`src/sv/fsc_pkg.sv`:
```
// Shared constants for the fixed-point sine/cosine pipeline.
package fsc_pkg;

  // Default turn size in angle steps (power of two, 16 to 65536).
  localparam int unsigned ANGLE_STEPS_DEFAULT = 1024;

  // Register stages in each polynomial lane.
  localparam int unsigned FSC_STAGES = 5;

  localparam int unsigned ANGLE_W = 16;
  localparam int unsigned X_W     = 8;   // Q0.8 quarter-wave abscissa
  localparam int unsigned ACC_W   = 17;  // polynomial accumulator
  localparam int unsigned OUT_W   = 10;  // Q2.8 result, two's complement

  // Taylor coefficients, pre-scaled by the basis gain.
  localparam logic [8:0] C_LIN   = 9'd479;
  localparam logic [7:0] C_CUBE  = 8'd196;
  localparam logic [4:0] C_QUINT = 5'd24;

endpackage

```
`src/sv/fsc_fold.sv`:
```
// Quadrant fold: angle to quarter-wave abscissa and sign.
module fsc_fold #(
  parameter int unsigned ANGLE_STEPS_TOTAL = fsc_pkg::ANGLE_STEPS_DEFAULT,
  parameter bit          QUARTER_SHIFT     = 1'b0
) (
  input  logic [fsc_pkg::ANGLE_W-1:0] angle,
  output logic [fsc_pkg::X_W-1:0]     x,
  output logic                        neg
);
  import fsc_pkg::*;

  localparam int unsigned TURN_BITS = $clog2(ANGLE_STEPS_TOTAL);
  localparam int unsigned QBITS     = TURN_BITS - 2;
  localparam logic [TURN_BITS-1:0] OFFS =
    QUARTER_SHIFT ? (TURN_BITS'(1) << QBITS) : '0;

  logic [TURN_BITS-1:0] idx;
  logic [1:0]           quad;
  logic [QBITS-1:0]     lcl;

  assign idx  = angle[TURN_BITS-1:0] + OFFS;
  assign quad = idx[TURN_BITS-1 -: 2];
  // odd quadrants mirror to Q-1-local
  assign lcl  = quad[0] ? ~idx[QBITS-1:0] : idx[QBITS-1:0];
  assign neg  = quad[1];

  // x = local*256/Q with Q a power of two
  generate
    if (QBITS >= X_W) begin : g_shr
      assign x = lcl[QBITS-1 -: X_W];
    end else begin : g_shl
      assign x = {lcl, {(X_W-QBITS){1'b0}}};
    end
  endgenerate

endmodule

```
`src/sv/fsc_lane.sv`:
```
// One polynomial lane: fold plus five-stage Taylor evaluation.
module fsc_lane #(
  parameter int unsigned ANGLE_STEPS_TOTAL = fsc_pkg::ANGLE_STEPS_DEFAULT,
  parameter bit          QUARTER_SHIFT     = 1'b0
) (
  input  logic                             clk,
  input  logic [fsc_pkg::FSC_STAGES-1:0]   adv,
  input  logic [fsc_pkg::ANGLE_W-1:0]      angle,
  output logic signed [fsc_pkg::OUT_W-1:0] result
);
  import fsc_pkg::*;

  logic [X_W-1:0]      fx;
  logic                fneg;

  logic [X_W-1:0]      s1_x;
  logic                s1_neg;
  logic [X_W-1:0]      s2_x, s2_x2;
  logic                s2_neg;
  logic [X_W-1:0]      s3_x, s3_x2, s3_x3;
  logic                s3_neg;
  logic [X_W-1:0]      s4_x5;
  logic [ACC_W-1:0]    s4_p;
  logic                s4_neg;

  logic [2*X_W-1:0]    sq, cu, qu;
  logic [ACC_W-1:0]    lin, cub, quint, sum;
  logic [OUT_W-1:0]    mag;

  fsc_fold #(
    .ANGLE_STEPS_TOTAL(ANGLE_STEPS_TOTAL),
    .QUARTER_SHIFT    (QUARTER_SHIFT)
  ) u_fold (
    .angle(angle),
    .x    (fx),
    .neg  (fneg)
  );

  assign sq    = s1_x * s1_x;
  assign cu    = s2_x2 * s2_x;
  assign qu    = s3_x3 * s3_x2;
  assign lin   = ACC_W'(C_LIN) * ACC_W'(s3_x);
  assign cub   = ACC_W'(C_CUBE) * ACC_W'(s3_x3);
  assign quint = ACC_W'(C_QUINT) * ACC_W'(s4_x5);
  // linear term dominates the cubic one, so p never goes negative
  assign sum   = s4_p + quint;
  assign mag   = OUT_W'(sum[ACC_W-1:8]);

  always_ff @(posedge clk) begin
    if (adv[0]) begin
      s1_x   <= fx;
      s1_neg <= fneg;
    end
    if (adv[1]) begin
      s2_x   <= s1_x;
      s2_x2  <= sq[2*X_W-1:X_W];
      s2_neg <= s1_neg;
    end
    if (adv[2]) begin
      s3_x   <= s2_x;
      s3_x2  <= s2_x2;
      s3_x3  <= cu[2*X_W-1:X_W];
      s3_neg <= s2_neg;
    end
    if (adv[3]) begin
      s4_x5  <= qu[2*X_W-1:X_W];
      s4_p   <= lin - cub;
      s4_neg <= s3_neg;
    end
    if (adv[4]) begin
      result <= s4_neg ? -$signed(mag) : $signed(mag);
    end
  end

endmodule

```
`src/sv/fixed_point_sine_cosine_top.sv`:
```
// Top level of the fixed-point sine/cosine pipeline.
// Usage:
//   Input channel angle_valid/angle_ready carries one 16-bit binary angle per
//   item; only the low log2(ANGLE_STEPS_TOTAL) bits count, so a full turn is
//   ANGLE_STEPS_TOTAL steps and larger angles wrap.
//   Output channel result_valid/result_ready carries sine and cosine in Q2.8
//   two's complement, scaled by the polynomial's basis gain of about 1.18.
//   Latency is five register stages: an accepted angle moves through them in
//   order, and result_valid rises when it reaches the last. Stages: fold,
//   square, cube, fifth power with linear/cubic terms, then final sum and
//   sign, in each of two identical lanes (sine, and cosine as sine of angle
//   plus a quarter turn). Throughput is one item per cycle while
//   result_ready is high; each stage holds one item.
//   Stalls: every stage has its own valid bit and loads whenever it is empty
//   or the stage after it moves, so while result_ready is low the pipeline
//   keeps absorbing items until all five stages are full; only then does
//   angle_ready drop. Nothing is dropped or repeated.
//   Reset clears all stage valid bits; the data registers are not reset.
module fixed_point_sine_cosine_top #(
  parameter int unsigned ANGLE_STEPS_TOTAL = fsc_pkg::ANGLE_STEPS_DEFAULT
) (
  input  logic                             clk,
  input  logic                             rst,
  input  logic                             angle_valid,
  output logic                             angle_ready,
  input  logic [fsc_pkg::ANGLE_W-1:0]      angle,
  output logic                             result_valid,
  input  logic                             result_ready,
  output logic signed [fsc_pkg::OUT_W-1:0] sine,
  output logic signed [fsc_pkg::OUT_W-1:0] cosine
);
  import fsc_pkg::*;

  // per-stage occupancy
  logic [FSC_STAGES-1:0] vld;
  logic [FSC_STAGES-1:0] vld_next;
  logic [FSC_STAGES-1:0] vld_in;
  // rdy[k]: stage k may load this cycle
  logic [FSC_STAGES:0]   rdy;

  assign vld_in = {vld[FSC_STAGES-2:0], angle_valid};

  always_comb begin
    rdy[FSC_STAGES] = result_ready;
    for (int k = FSC_STAGES - 1; k >= 0; k--) begin
      rdy[k] = !vld[k] || rdy[k+1];
    end
  end

  always_comb begin
    for (int k = 0; k < FSC_STAGES; k++) begin
      vld_next[k] = rdy[k] ? vld_in[k] : vld[k];
    end
  end

  always_ff @(posedge clk) begin
    if (rst) begin
      vld <= '0;
    end else begin
      vld <= vld_next;
    end
  end

  assign angle_ready  = rdy[0];
  assign result_valid = vld[FSC_STAGES-1];

  fsc_lane #(
    .ANGLE_STEPS_TOTAL(ANGLE_STEPS_TOTAL),
    .QUARTER_SHIFT    (1'b0)
  ) u_sine (
    .clk   (clk),
    .adv   (rdy[FSC_STAGES-1:0]),
    .angle (angle),
    .result(sine)
  );

  fsc_lane #(
    .ANGLE_STEPS_TOTAL(ANGLE_STEPS_TOTAL),
    .QUARTER_SHIFT    (1'b1)
  ) u_cosine (
    .clk   (clk),
    .adv   (rdy[FSC_STAGES-1:0]),
    .angle (angle),
    .result(cosine)
  );

  // Input is refused only when every stage is occupied.
  a_full_when_blocked: assert property (@(posedge clk) disable iff (rst)
    !angle_ready |-> (&vld))
    else $error("angle_ready low with an empty stage");

  // Nothing comes out right after reset.
  a_empty_after_reset: assert property (@(posedge clk)
    rst |=> !result_valid)
    else $error("result_valid set after reset");

  // Results stay within the scaled quarter-wave range.
  a_range: assert property (@(posedge clk) disable iff (rst)
    result_valid |-> (sine <= 10'sd320 && sine >= -10'sd320 &&
                      cosine <= 10'sd320 && cosine >= -10'sd320))
    else $error("sine/cosine out of range");

endmodule

```
`config.mk`:
```
export PLATFORM = sky130hd
export DESIGN_NAME = fixed_point_sine_cosine_top
export DESIGN_NICKNAME = d
export VERILOG_FILES = /design/src/sv/fsc_pkg.sv /design/src/sv/fsc_fold.sv /design/src/sv/fsc_lane.sv /design/src/sv/fixed_point_sine_cosine_top.sv
export SDC_FILE = /design/constraint.sdc
export NUM_CORES = 1
export LEC_CHECK = 0
export ABC_AREA = 1
export BUFFER_PORTS_ARGS = -buffer_cell sky130_fd_sc_hd__buf_2
export CORE_MARGIN = 2
export CORE_UTILIZATION = 57
export CTS_CLUSTER_DIAMETER = 100
export DETAILED_ROUTE_END_ITERATION = 7
export PLACE_DENSITY_LB_ADDON = 0.15
export SYNTH_ARGS = -nofsm -noshare
export SYNTH_HDL_FRONTEND = slang
export SYNTH_SLANG_ARGS = --single-unit
```
`constraint.sdc`:
```
create_clock -name clk -period 13.05 [get_ports clk]
set_clock_uncertainty 0.1 [all_clocks]
set_input_delay 2.61 -clock clk [delete_from_list [all_inputs] [get_ports clk]]
set_output_delay 2.61 -clock clk [all_outputs]
set_load 0.01 [all_outputs]
```
---- Yosys cells after proc, flatten, opt, wreduce, memory -nomap -nowiden ----
Cells that the tools add are included.
word-level totals
  output and inout port bits .............. 22
  bits in registers ....................... 179
  bits of input ports ..................... 20
  word-level logic and storage cells ...... 68
operators by class
  multipliers ............................. 12
  multiplexer cells ....................... 4
  reduce and logical (&&, ||, !) cells .... 10
  bitwise logic cells ..................... 2
  $add $sub $neg .......................... 7
operator list
  operator               count
  $mul 8x8->16           6
  $add 17x13->17         2
  $mul 9x8->17 const A   2
  $sub 17x16->17         2
  $mul 6x8->14 const A   2
  $mul 2x8->10 const A   2
  $neg 9->10             2
  $mux 9                 2
  $mux 8                 2
  $not 8->8              2
  $add 10x9->10 const B  1
  $logic_not 1->1        5
  $logic_or 1x1->1       5

---- Longest topological paths before layout ----
  depth after elaboration ................. 6
  gate-level depth with buffers ........... 25

---- By module ----
A second synthesis with hierarchy kept.
unflattened totals
  cells, all modules ...................... 2,920
  area, all modules ....................... 24,388.4 µm²
modules (own cells, without submodules)
  module                       area an instance (µm²)  cells each  instances  seq. area each (µm²)
  fsc_lane at u_cosine         12,029.0                1,429       1          2,522.4
  fsc_lane at u_sine           11,881.4                1,396       1          2,522.4
  fixed_point_sine_cosine_top  185.2                   22          1          100.1
  fsc_fold at u_cosine.u_fold  150.1                   38          1          0.0
  fsc_fold at u_sine.u_fold    142.6                   35          1          0.0

---- Least setup slack after synthesis ----
Ideal clock, no wire load.
  path kind ............................... input -> output
  start ................................... input port result_ready
  end ..................................... output port angle_ready
  stages .................................. 8
  path buffers ............................ 0
  arrival ................................. 5.966 ns
  setup slack ............................. 4.374 ns
  path through ............................ nor2_1 > inv_1 > nor2_1 > inv_1 > nor2_1 > inv_1 > nor2_1 > nand2_1
on the way
  word-level cells in the longest chain between the ends .. 5
RTL lines
  element                        line                               RTL
  from (decl)                    fixed_point_sine_cosine_top.sv:28  input logic result_ready,
  $logic_or 1x1->1               fixed_point_sine_cosine_top.sv:46  rdy[k] = !vld[k] || rdy[k+1];
  net rdy[4]                     fixed_point_sine_cosine_top.sv:39  logic [FSC_STAGES:0] rdy;
  $logic_or 1x1->1               fixed_point_sine_cosine_top.sv:46
  net rdy[3]                     fixed_point_sine_cosine_top.sv:39
  $logic_or 1x1->1               fixed_point_sine_cosine_top.sv:46
  net rdy[2]                     fixed_point_sine_cosine_top.sv:39
  $logic_or 1x1->1 (2 in a row)  fixed_point_sine_cosine_top.sv:46
  to (decl)                      fixed_point_sine_cosine_top.sv:25  output logic angle_ready,
The timed path passes the listed nets, and every way through them passes these cells.

---- Worst setup path in the final report ----
Ends and elaborated chain as after synthesis.

==> metrics.cfg <==
[status]
run_status=finished clean

[yosys]
synth_enable_flop_cells=168
synth.ff_latch_count=173
synth-main-ff-cell=edfxtp_1
syn-num-nets=3533
netlist_instances=2881
synthesis.area_mm2=0.0243
syn_area_per_cell_um2=8.44
synth_seq_area_share_pct=21.2
synth.distinct_cells=45
synthArstFlopShare_pct=0
yosysWarningCount=0

[clocking]
worstSkewPairLatency_ns=0.47
clock_transition_time_at_the_flip_flop_clock_pins_of_the_worst_setup_and_hold_paths_ns=0.06
cts_inserted_buffers=17
cts.sinks=173
cts-root-buf=clkbuf_16
cts_repair_resize_count=0
cts_hold_repair.buffers=0
htreeDepth=4
clock_path_buffers=2
tritoncts=built
cts_post_setup_buffers_inserted=0

[layout]
layout.cells.most_common_list=inv_1 (759), nand2_1 (646), ha_1 (352)
n_fill_cell=3695
area_used_by_sequential_logic_in_the_layout_mm2=0.00514
finalNetCount=3521
antenna-diode-count=0
postLayoutCellArea_mm2=0.0255
area_growth_syn_to_layout_pct=4.79
final_common_cell=inv_1
multi_input_area_mm2=0.0160
layout-drive-gt1-share_pct=4.20

[timing]
max_freq_mhz=114
hold_viol=0
worst-slew-pin-transition_ns=1.03
timing.slew.headroom_pct=31.1
fin_hold_ws_ns=0.320
setup_ws_ns=4.25
setup_tns_ns=0
post-route-period-util_pct=67.4
post-route-min-period_ns=8.80
grt_setup_unrepaired=no
maxSlewViolCount=0
finalSetupViolations=0

[detailed_routing]
routed_wirelength_um=44700
drtIter0Drc=770
routed_wire_length_per_instance_um=13.1
vias_per_cell=5.03
detail_route.first_pass.iterations=5
num_vias=17200
drtAntennaViolNets=0
remaining_drc_errors=0

[global_routing]
remaining_global_route_overflow=0
grt_start_max_net_pins=53
grt_antenna_before_repair=1
grt_pass1_wl_um=78700
global_route.usage.total_pct=21.7
grt_pass1_vias=17500

[placement]
hpwlAfterDp_um=37800
pre_cts_ws_ns=4.18
buffer_ports.inserted=35
post_dp_cell_area_mm2=0.0249
finalWeightedCongestion=0.906

[worst_setup_path]
criticalPathCategory=input port to primary output
crit_path_max_fanout=52
critical_path.endpoint_type=primary output
cp_data_arrival_time_ns=6.09
startpoint_type=input port
crit_required_ns=10.34

[die]
start_util_pct=57.8
die_w_um=211
placeableCoreArea_mm2=0.0420
floorplan.die.height_um=211
core.rowCount=75
ios=42
die-area_mm2=0.0443

[flow_run]
maxCapViolCount=0

[worst_hold_path]
min_path_type=flop to flop

## registers in the layout, indices dropped and copies added (netlist names), 10 cells and up
signal and cells:
u_cosine.result 10, u_sine.result 10, u_sine.s4_p 14, u_cosine.s4_p 14
## critical path, stage by stage
cell	delay, ns
buf_2	0.08
nor2_1	0.03
inv_1	0.72
nor2_1	0.11
inv_2	0.76
nor2_1	0.12
inv_2	0.08
buf_4	0.52
nor2_1	0.15
nand2_1	0.62
buf_2	0.26
## metal layers
layer | vias to the layer above | share of wire [%] | track usage (%)
li1 | 8733 | - | -
met1 | 8161 | 46 | 28.6
met2 | 268 | 49 | 37.6
met3 | 45 | 3.1 | 3.07
met4 | 0 | 1.6 | 5.93
met5 | - | 0 | 0
## layout make-up
| type | count | area share, % |
|---|---|---|
| clock inverter | 14 | 0.545 |
| clock buffer | 18 | 1.68 |
| tap | 539 | 2.65 |
| multi-input combinational | 1867 | 62.8 |
| inverter | 773 | 11.4 |
| sequential | 173 | 20.2 |
| timing repair buffer | 37 | 0.747 |
## metrics by stage
step | instances | util [%]
2_1_floorplan | 2881 | -
6_report | 3421 | 60.6
3_3_place_gp | 3389 | 59.2
3_5_place_dp | 3389 | 59.2
4_1_cts | 3421 | 60.6
5_1_grt | 3421 | 60.6
## worst paths after layout
| kind | startpoint | end | slack (ns) | cells past startpoint |
|---|---|---|---|---|
| worst max register to register | u_sine.s3_x3[1]$_DFFE_PP_ | u_sine.s4_p[15]$_DFFE_PP_ | 6.87 | 18 |
| worst min-delay path | u_sine.s2_neg$_DFFE_PP_ | u_sine.s3_neg$_DFFE_PP_ | 0.32 | 0 |
| worst min register to register | u_sine.s2_neg$_DFFE_PP_ | u_sine.s3_neg$_DFFE_PP_ | 0.32 | 0 |
| worst max-delay path | result_ready | angle_ready | 4.25 | 11 |
## synth_stat cells (2+ instances only)
cell        n  area, um^2
fa_1      280        5610
a21o_1      5        37.5
buf_2       9        45.0
nor2_2      4        25.0
a211oi_1    9        67.6
clkbuf_1   58         218
inv_1     761        2860
o21a_1      3        22.5
nor2_1     95         357
dfxtp_1     5         100
nand2_1   646        2420
o21ai_0    44         220
nand3_1    67         335
a31oi_1     9        56.3
o31ai_1     2        15.0
or2_2       2        12.5
nor3_1     12        60.1
xor2_1     79         692
nand3b_1   11        82.6
a21oi_1   121         606
edfxtp_1  168        5040
clkinv_1    4        15.0
nand4_1    18         113
inv_2       8        30.0
xnor2_1    42         368
o21bai_1   10        75.1
o21ai_1    12        60.1
ha_1      352        4400
nand2_2    25         156
nand3_2     4        40.0
nor2_4      2        22.5
## kinds of logic (layout without fill, tap and decap cells)
logic type / after synthesis / in the layout / synth area share [%]
buffers and inverters: 841 / 842 / 13.0
AO/OA/AOI/OAI: 221 / 221 / 5.02
adder cells (fa/ha/maj): 632 / 632 / 41.2
flip-flops: 173 / 173 / 21.2
AND/OR/NAND/NOR: 892 / 892 / 15.2
XOR/XNOR: 122 / 122 / 4.43
Power is not shown: default switching activity piles up to over one toggle a cycle in this logic, so the estimate is an artifact.
